<file path="config.mk">
export PLATFORM = sky130hd
export DESIGN_NAME = fifo_replacement_lookup_cache_top_flat
export DESIGN_NICKNAME = d
export VERILOG_FILES = /design/src/hw/rtl/flrc_pkg.sv /design/src/hw/rtl/flrc_intf.sv /design/src/hw/rtl/fifo_replacement_lookup_cache_top.sv /design/src/hw/rtl/flrc_slots.sv /design/src/flat_wrapper.sv
export SDC_FILE = /design/constraint.sdc
export NUM_CORES = 2
export LEC_CHECK = 0
export BUFFER_PORTS_ARGS = -buffer_cell sky130_fd_sc_hd__buf_2
export CAP_MARGIN = 20
export CORE_ASPECT_RATIO = 1.75
export CORE_UTILIZATION = 50
export CTS_CLUSTER_SIZE = 28
export DETAILED_ROUTE_END_ITERATION = 7
export GPL_TIMING_DRIVEN = 0
export PLACE_DENSITY_LB_ADDON = 0.3
export SETUP_SLACK_MARGIN = 0.5
export SYNTH_ARGS = -nofsm -noshare
export SYNTH_HDL_FRONTEND = slang
export SYNTH_SLANG_ARGS = --single-unit
</file>
<file path="constraint.sdc">
create_clock -name clk_i -period 11.1 [get_ports clk_i]
set_clock_uncertainty 0.05 [all_clocks]
set_input_delay 2.22 -clock clk_i [delete_from_list [all_inputs] [get_ports clk_i]]
set_output_delay 2.22 -clock clk_i [all_outputs]
set_load 0.05 [all_outputs]
</file>
<file path="src/hw/rtl/flrc_pkg.sv">
package flrc_pkg;

  // Result codes carried on the response channel.
  typedef enum logic [1:0] {
    ST_HIT      = 2'd0,
    ST_MISS     = 2'd1,
    ST_INSERTED = 2'd2
  } flrc_status_e;

  // Item kinds carried on the request channel.
  typedef enum logic {
    KIND_LOOKUP = 1'b0,
    KIND_INSERT = 1'b1
  } flrc_kind_e;

  // Write command from the control path to the slot store.
  typedef struct packed {
    logic flush;  // generation changed: drop every valid bit first
    logic we;     // write the value into the addressed slot
    logic alloc;  // also write the key and set the slot valid
  } flrc_slot_cmd_t;

endpackage

</file>
<file path="src/hw/rtl/flrc_intf.sv">
interface flrc_req_if;
  logic        valid;
  logic        ready;
  logic        kind;
  logic [63:0] key_high;
  logic [63:0] key_low;
  logic [63:0] value_in_high;
  logic [63:0] value_in_low;
  logic [31:0] table_generation;

  modport source (
    output valid, kind, key_high, key_low, value_in_high, value_in_low,
           table_generation,
    input  ready
  );

  modport sink (
    input  valid, kind, key_high, key_low, value_in_high, value_in_low,
           table_generation,
    output ready
  );
endinterface

interface flrc_rsp_if;
  logic        valid;
  logic        ready;
  logic [1:0]  status;
  logic [63:0] value_high;
  logic [63:0] value_low;

  modport source (
    output valid, status, value_high, value_low,
    input  ready
  );

  modport sink (
    input  valid, status, value_high, value_low,
    output ready
  );
endinterface

</file>
<file path="src/hw/rtl/fifo_replacement_lookup_cache_top.sv">
// A transferred request is first held in the request register and then served into the
// response register, from which its response transfers to the receiver.
// Throughput: one request per cycle while the receiver keeps ready high; all slot compares
// happen in parallel in a single pass. A stalled response holds the request register, and
// the input stalls once both registers are full.
// Reset (rst_ni, asynchronous, active low) clears all slot valid bits, the stored generation
// and the replacement pointer; slot keys and values are not reset and are only read when valid.
module fifo_replacement_lookup_cache_top #(
  parameter int unsigned SLOTS = 8
) (
  input  logic        clk_i,
  input  logic        rst_ni,
  flrc_req_if.sink    req_i,
  flrc_rsp_if.source  rsp_o
);

  localparam int unsigned IdxW = $clog2(SLOTS);

  // Request register. It holds one transferred request until its single pass is done.
  logic        req_valid_q;
  logic        kind_q;
  logic [63:0] key_high_q;
  logic [63:0] key_low_q;
  logic [63:0] value_in_high_q;
  logic [63:0] value_in_low_q;
  logic [31:0] generation_q;

  // Cache control state.
  logic [31:0]     seen_gen_q, seen_gen_d;
  logic [IdxW-1:0] ptr_q, ptr_d;

  // Response register.
  logic                   rsp_valid_q, rsp_valid_d;
  flrc_pkg::flrc_status_e status_q, status_d;
  logic [63:0]            value_high_q, value_high_d;
  logic [63:0]            value_low_q, value_low_d;

  logic                     advance;
  logic                     gen_change;
  logic                     is_insert;
  logic                     hit;
  logic [IdxW-1:0]          hit_idx;
  logic [63:0]              hit_value_high;
  logic [63:0]              hit_value_low;
  logic [IdxW-1:0]          base_ptr;
  logic [IdxW-1:0]          wr_idx;
  flrc_pkg::flrc_slot_cmd_t cmd;

  // The held request is served when the response register is free or being drained.
  // A new request is taken whenever the request register is empty or being served,
  // so a response waiting on the receiver stalls the input only while a request is held.
  assign advance     = req_valid_q && (!rsp_valid_q || rsp_o.ready);
  assign req_i.ready = !req_valid_q || advance;

  assign gen_change = (generation_q != seen_gen_q);
  assign is_insert  = (kind_q == flrc_pkg::KIND_INSERT);

  // After a generation change the pointer restarts at slot zero before the insert uses it.
  assign base_ptr = gen_change ? '0 : ptr_q;

  always_comb begin
    cmd.flush = advance && gen_change;
    cmd.we    = advance && is_insert;
    cmd.alloc = advance && is_insert && !hit;
  end

  // A repeated key keeps its slot and only takes the new value.
  assign wr_idx = hit ? hit_idx : base_ptr;

  flrc_slots #(
    .SLOTS (SLOTS),
    .IDX_W (IdxW)
  ) u_slots (
    .clk_i            (clk_i),
    .rst_ni           (rst_ni),
    .key_high_i       (key_high_q),
    .key_low_i        (key_low_q),
    .value_high_i     (value_in_high_q),
    .value_low_i      (value_in_low_q),
    .cmd_i            (cmd),
    .lookup_flush_i   (gen_change),
    .wr_idx_i         (wr_idx),
    .hit_o            (hit),
    .hit_idx_o        (hit_idx),
    .hit_value_high_o (hit_value_high),
    .hit_value_low_o  (hit_value_low)
  );

  // Generation tracking and the round-robin replacement pointer, which wraps after the
  // last slot also when the slot count is not a power of two.
  always_comb begin
    seen_gen_d = seen_gen_q;
    ptr_d      = ptr_q;
    if (advance) begin
      seen_gen_d = generation_q;
      ptr_d      = base_ptr;
      if (cmd.alloc) begin
        ptr_d = (base_ptr == IdxW'(SLOTS - 1)) ? '0 : base_ptr + IdxW'(1);
      end
    end
  end

  // Response formation.
  always_comb begin
    rsp_valid_d  = rsp_valid_q;
    status_d     = status_q;
    value_high_d = value_high_q;
    value_low_d  = value_low_q;
    if (advance) begin
      rsp_valid_d = 1'b1;
      if (is_insert) begin
        status_d     = flrc_pkg::ST_INSERTED;
        value_high_d = value_in_high_q;
        value_low_d  = value_in_low_q;
      end else if (hit) begin
        status_d     = flrc_pkg::ST_HIT;
        value_high_d = hit_value_high;
        value_low_d  = hit_value_low;
      end else begin
        status_d     = flrc_pkg::ST_MISS;
        value_high_d = '0;
        value_low_d  = '0;
      end
    end else if (rsp_o.ready) begin
      rsp_valid_d = 1'b0;
    end
  end

  always_ff @(posedge clk_i or negedge rst_ni) begin
    if (!rst_ni) begin
      req_valid_q <= 1'b0;
      rsp_valid_q <= 1'b0;
      seen_gen_q  <= '0;
      ptr_q       <= '0;
    end else begin
      req_valid_q <= req_i.valid || (req_valid_q && !advance);
      rsp_valid_q <= rsp_valid_d;
      seen_gen_q  <= seen_gen_d;
      ptr_q       <= ptr_d;
    end
  end

  // Payload registers carry no reset.
  always_ff @(posedge clk_i) begin
    if (req_i.valid && req_i.ready) begin
      kind_q          <= req_i.kind;
      key_high_q      <= req_i.key_high;
      key_low_q       <= req_i.key_low;
      value_in_high_q <= req_i.value_in_high;
      value_in_low_q  <= req_i.value_in_low;
      generation_q    <= req_i.table_generation;
    end
    status_q     <= status_d;
    value_high_q <= value_high_d;
    value_low_q  <= value_low_d;
  end

  assign rsp_o.valid      = rsp_valid_q;
  assign rsp_o.status     = status_q;
  assign rsp_o.value_high = value_high_q;
  assign rsp_o.value_low  = value_low_q;

  // The replacement pointer always names an existing slot.
  a_ptr_in_range: assert property (@(posedge clk_i) disable iff (!rst_ni)
    ptr_q <= IdxW'(SLOTS - 1))
    else $error("replacement pointer out of range");

  // A served insert always answers with the inserted status.
  a_insert_status: assert property (@(posedge clk_i) disable iff (!rst_ni)
    advance && is_insert |=> status_q == flrc_pkg::ST_INSERTED)
    else $error("insert did not report inserted");

  // A miss never carries a value.
  a_miss_zero: assert property (@(posedge clk_i) disable iff (!rst_ni)
    rsp_valid_q && status_q == flrc_pkg::ST_MISS |-> value_high_q == '0 && value_low_q == '0)
    else $error("miss response carries a value");

  // After any served request the stored generation is the request's generation.
  a_gen_tracked: assert property (@(posedge clk_i) disable iff (!rst_ni)
    advance |=> seen_gen_q == $past(generation_q))
    else $error("generation not tracked");

endmodule

</file>
<file path="src/hw/rtl/flrc_slots.sv">
module flrc_slots #(
  parameter int unsigned SLOTS = 8,
  parameter int unsigned IDX_W = $clog2(SLOTS)
) (
  input  logic                    clk_i,
  input  logic                    rst_ni,
  input  logic [63:0]             key_high_i,
  input  logic [63:0]             key_low_i,
  input  logic [63:0]             value_high_i,
  input  logic [63:0]             value_low_i,
  input  flrc_pkg::flrc_slot_cmd_t cmd_i,
  input  logic                    lookup_flush_i,
  input  logic [IDX_W-1:0]        wr_idx_i,
  output logic                    hit_o,
  output logic [IDX_W-1:0]        hit_idx_o,
  output logic [63:0]             hit_value_high_o,
  output logic [63:0]             hit_value_low_o
);

  logic [SLOTS-1:0] valid_q, valid_d;
  logic [63:0]      key_high_q   [SLOTS];
  logic [63:0]      key_low_q    [SLOTS];
  logic [63:0]      value_high_q [SLOTS];
  logic [63:0]      value_low_q  [SLOTS];
  logic [SLOTS-1:0] match;

  // Every slot compares in parallel. A pending flush hides all slots.
  always_comb begin
    for (int unsigned i = 0; i < SLOTS; i++) begin
      match[i] = valid_q[i] && !lookup_flush_i &&
                 (key_high_q[i] == key_high_i) && (key_low_q[i] == key_low_i);
    end
  end

  // Lowest matching index wins.
  always_comb begin
    hit_idx_o = '0;
    for (int i = SLOTS - 1; i >= 0; i--) begin
      if (match[i]) begin
        hit_idx_o = IDX_W'(i);
      end
    end
  end

  assign hit_o            = |match;
  assign hit_value_high_o = value_high_q[hit_idx_o];
  assign hit_value_low_o  = value_low_q[hit_idx_o];

  always_comb begin
    valid_d = cmd_i.flush ? '0 : valid_q;
    if (cmd_i.alloc) begin
      valid_d[wr_idx_i] = 1'b1;
    end
  end

  always_ff @(posedge clk_i or negedge rst_ni) begin
    if (!rst_ni) begin
      valid_q <= '0;
    end else begin
      valid_q <= valid_d;
    end
  end

  always_ff @(posedge clk_i) begin
    if (cmd_i.we) begin
      value_high_q[wr_idx_i] <= value_high_i;
      value_low_q[wr_idx_i]  <= value_low_i;
    end
    if (cmd_i.alloc) begin
      key_high_q[wr_idx_i] <= key_high_i;
      key_low_q[wr_idx_i]  <= key_low_i;
    end
  end

  // An allocation always leaves its slot valid.
  a_alloc_sets_valid: assert property (@(posedge clk_i) disable iff (!rst_ni)
    cmd_i.alloc |=> valid_q[$past(wr_idx_i)])
    else $error("allocated slot is not valid");

  // A flush without allocation leaves no slot valid.
  a_flush_clears: assert property (@(posedge clk_i) disable iff (!rst_ni)
    cmd_i.flush && !cmd_i.alloc |=> valid_q == '0)
    else $error("flush left a valid slot");

  // The key store never holds two valid copies of the looked-up key.
  a_single_match: assert property (@(posedge clk_i) disable iff (!rst_ni)
    $onehot0(match))
    else $error("key matches more than one slot");

endmodule

</file>
<file path="src/flat_wrapper.sv">
// flat-port wrapper written by rule: the top's interface ports become plain ports
module fifo_replacement_lookup_cache_top_flat 
#(
  parameter int unsigned SLOTS = 8
)
  (clk_i, rst_ni, req_i_valid, req_i_kind, req_i_key_high, req_i_key_low, req_i_value_in_high, req_i_value_in_low, req_i_table_generation, req_i_ready, rsp_o_valid, rsp_o_status, rsp_o_value_high, rsp_o_value_low, rsp_o_ready);
  flrc_req_if req_i_i ();
  flrc_rsp_if rsp_o_i ();
  input  logic clk_i;
  input  logic rst_ni;
  input wire logic [$bits(req_i_i.valid)-1:0] req_i_valid;
  input wire logic [$bits(req_i_i.kind)-1:0] req_i_kind;
  input wire logic [$bits(req_i_i.key_high)-1:0] req_i_key_high;
  input wire logic [$bits(req_i_i.key_low)-1:0] req_i_key_low;
  input wire logic [$bits(req_i_i.value_in_high)-1:0] req_i_value_in_high;
  input wire logic [$bits(req_i_i.value_in_low)-1:0] req_i_value_in_low;
  input wire logic [$bits(req_i_i.table_generation)-1:0] req_i_table_generation;
  output wire logic [$bits(req_i_i.ready)-1:0] req_i_ready;
  output wire logic [$bits(rsp_o_i.valid)-1:0] rsp_o_valid;
  output wire logic [$bits(rsp_o_i.status)-1:0] rsp_o_status;
  output wire logic [$bits(rsp_o_i.value_high)-1:0] rsp_o_value_high;
  output wire logic [$bits(rsp_o_i.value_low)-1:0] rsp_o_value_low;
  input wire logic [$bits(rsp_o_i.ready)-1:0] rsp_o_ready;
  assign req_i_i.valid = req_i_valid;
  assign req_i_i.kind = req_i_kind;
  assign req_i_i.key_high = req_i_key_high;
  assign req_i_i.key_low = req_i_key_low;
  assign req_i_i.value_in_high = req_i_value_in_high;
  assign req_i_i.value_in_low = req_i_value_in_low;
  assign req_i_i.table_generation = req_i_table_generation;
  assign req_i_ready = req_i_i.ready;
  assign rsp_o_valid = rsp_o_i.valid;
  assign rsp_o_status = rsp_o_i.status;
  assign rsp_o_value_high = rsp_o_i.value_high;
  assign rsp_o_value_low = rsp_o_i.value_low;
  assign rsp_o_i.ready = rsp_o_ready;
  fifo_replacement_lookup_cache_top #(.SLOTS(SLOTS)) u_core (.clk_i(clk_i), .rst_ni(rst_ni), .req_i(req_i_i), .rsp_o(rsp_o_i));
endmodule
</file>
==> metrics <==
CP max FO 28; Core Footprint 202000 sq um; starting density of the core 0.504; final hold violations 0; worst hold path class reg -> reg; met3 wire length ~45000 um; Chip Width 343 um; DRC viols 0; startpoint types flop; Root Driver clkbuf_16; Slew HR 0.0448; gpl congestion approximately 1.2; met2 wire len ~210000 um; post-CTS setup buffer count 0; cell area after synthesis 102000 sq um; standby leakage power between 30 and 40 nW; die height approximately 600 um; Max Used Layer met5; Worst path slowest cell nor4_1; crit path time final approximately 8.8 ns; crit-path cells clkbuf_2 -> inv_1 -> o21ai_0 -> nor4_1 -> nand4_1 -> or4_1 -> nor3b_1 -> or2_2 -> nor3_1 -> nand2_1 -> nand2_1 -> nor2_4 -> buf_12 -> buf_12; Non-Filler Instances between 10000 and 15000; Setup WS post-layout 2.30 ns; Synth area leader edfxtp_1; initial antenna violation count 73; GR Overflow Total 0; Skew-Pair Late Insertion Delay 0.92 ns; Worst Path Buf+Inv 4; synth top area cells edfxtp_1 73%, xnor2_1 4.6%, nand2b_1 2.8%; drt first pass iters 6; Detail Placement HPWL ~330000 um; most frequent cells in the layout 2467 x edfxtp_1, 579 x buf_2, 532 x xnor2_1, 459 x nand2b_1, 407 x nor3_1; placed cells about 9800; vias in the first global route between 60000 and 70000; Pwr Total between 20 and 25 mW; CTS sink cnt ~2500; post-synth cell types 78; Rows roughly 220; routed vias/inst 6.64; Largest delay share family, worst path simple AND/OR/NAND/NOR gates; register bit count reported by yosys 2512; Worst-path clk slew 0.07 ns; pin count of the biggest net entering global routing 69; Total Die Area 206000 sq um; period utilisation layout 0.793; routed vias slightly below 70000; Total Routing Usage GR 0.447; fill count ~16000; Worst Tran Pin Value around 1.4 ns; DRT antenna net count 0; 1st-iter DRT viols between 9000 and 10000; Critical Path RT ~12 ns; Setup Slack @ Placement a little under 3 ns; Levels on crit path 14; fraction of layout instances using a drive strength above 1 0.175; Nets 7734; Worst EP arrival approximately 9.4 ns; Reg2Reg Depth 14; Design Area, Final 119000 sq um; CTS hold repair buffers 0; Routed wire per std cell 44.0 um; Yosys warning count 0; Clock Tree Buf Depth 4; ys flop type edfxtp_1; Resize count post-CTS 0; worst hold path depth 2; CTS tree built; Synth async-reset ratio 0.0179; Max Transition Viols Final 0; RSZ-0062 raised after global routing false; CTS H-Tree Depth 4; number of flops mapped to enable cells by yosys 2467; met1 wire length roughly 140000 um; outcome complete, no violations; WS Path Type reg -> reg; Synth top area share 0.727; Setup violations, final 0; commonest non-fill, non-tap cell in the layout edfxtp_1; first-pass GRT wire length a little under 600000 um; Mean Syn Cell Area 15.4 sq um; fin util 0.589; max_cap viols 0; PwrDens between 150 and 200 nW/um^2; Hold Slack around 0.45 ns; Max VDD drop roughly 170 uV; sequential cell area fraction in the yosys report 0.738; P&R area growth vs syn 16.7%; Mapped Nets roughly 6900; f_max approximately 110 MHz; CP Capture Type flop; Port Buffers between 400 and 500; setup TNS 0 ns; crit-path max cell delay between 1 and 1.5 ns; final WL about 460000 um; placed cell areas 111000 sq um; Gate Count Post-Synth 6599; IO Count ~430; CTS buffer count 228
## worst paths after layout
kind                                         start                                  to  slack (ns)
setup / recovery              u_core.key_low_q[17]  u_core.u_slots.value_high_q[4][57]        2.30
hold / removal             u_core.generation_q[26]               u_core.seen_gen_q[26]        0.45
setup reg to reg              u_core.key_low_q[17]  u_core.u_slots.value_high_q[4][57]        2.30
hold reg to reg            u_core.generation_q[26]               u_core.seen_gen_q[26]        0.45
max in group asynchronous                   rst_ni               u_core.seen_gen_q[29]        9.26
min in group asynchronous                   rst_ni               u_core.seen_gen_q[15]        1.18
## layout make-up
cell class | count | area, sq um | area share
antenna | 95 | 238 | 0.00200
sequential | 2512 | 75200 | 0.632
timing repair buffer | 611 | 5790 | 0.0486
multi-input combinational | 3651 | 25000 | 0.210
inverter | 101 | 379 | 0.00319
buffer | 335 | 1690 | 0.0142
clock buffer | 261 | 5830 | 0.0490
tap | 2640 | 3300 | 0.0278
clock inverter | 157 | 1620 | 0.0136
## logic make-up after synthesis
family / after synthesis / share of synthesized area
flip-flops: 2512 / 0.738
AO/OA/AOI/OAI: 577 / 0.0432
adder cells (fa/ha/maj): 1 / 0.000123
XOR/XNOR: 706 / 0.0611
buffers and inverters: 436 / 0.0200
multiplexers: 144 / 0.0154
AND/OR/NAND/NOR: 2223 / 0.122
## registers in the layout, indices dropped and copies added, names as in the netlist
name / flops
u_core.u_slots.key_high_q: 512
u_core.u_slots.key_low_q: 512
u_core.u_slots.value_high_q: 512
u_core.u_slots.value_low_q: 512
u_core.key_high_q: 64
u_core.key_low_q: 64
u_core.rsp_o.value_high: 64
u_core.rsp_o.value_low: 64
u_core.value_in_high_q: 64
u_core.value_in_low_q: 64
u_core.generation_q: 32
u_core.seen_gen_q: 32
u_core.u_slots.valid_q: 8
u_core.ptr_q: 3
u_core.rsp_o.status: 2
u_core.is_insert: 1
u_core.req_valid_q: 1
u_core.rsp_o.valid: 1
## worst register-to-register path: cells and delay by family, from the launching register on
family,cells,cell delay [ns]
AO/OA/AOI/OAI,1,0.52
buffers and inverters,4,2.32
flip-flops,1,0.69
AND/OR/NAND/NOR,9,4.92
## per-layer routing
layer / global-route usage / vias up
li1: - / 27200
met1: 0.477 / 34800
met2: 0.692 / 5291
met3: 0.131 / 1537
met4: 0.456 / 16
met5: 0 / -
## cell usage after synthesis, types with 110 or more instances
| master | instances |
|---|---|
| nand2_1 | 202 |
| clkbuf_1 | 131 |
| nor4_1 | 258 |
| edfxtp_1 | 2467 |
| a21oi_1 | 129 |
| nand4_1 | 354 |
| and3_1 | 110 |
| xor2_1 | 160 |
| nand2b_1 | 459 |
| nor3_1 | 407 |
| xnor2_1 | 540 |
| buf_2 | 140 |
| nor2_1 | 232 |
## power by group
part / switching, mW / internal, mW
clock network: 3.68 / 4.43
registers: 0.341 / 10.6
logic: 1.07 / 0.395
total: 5.09 / 15.5
Power figures use the tool's default switching activity.
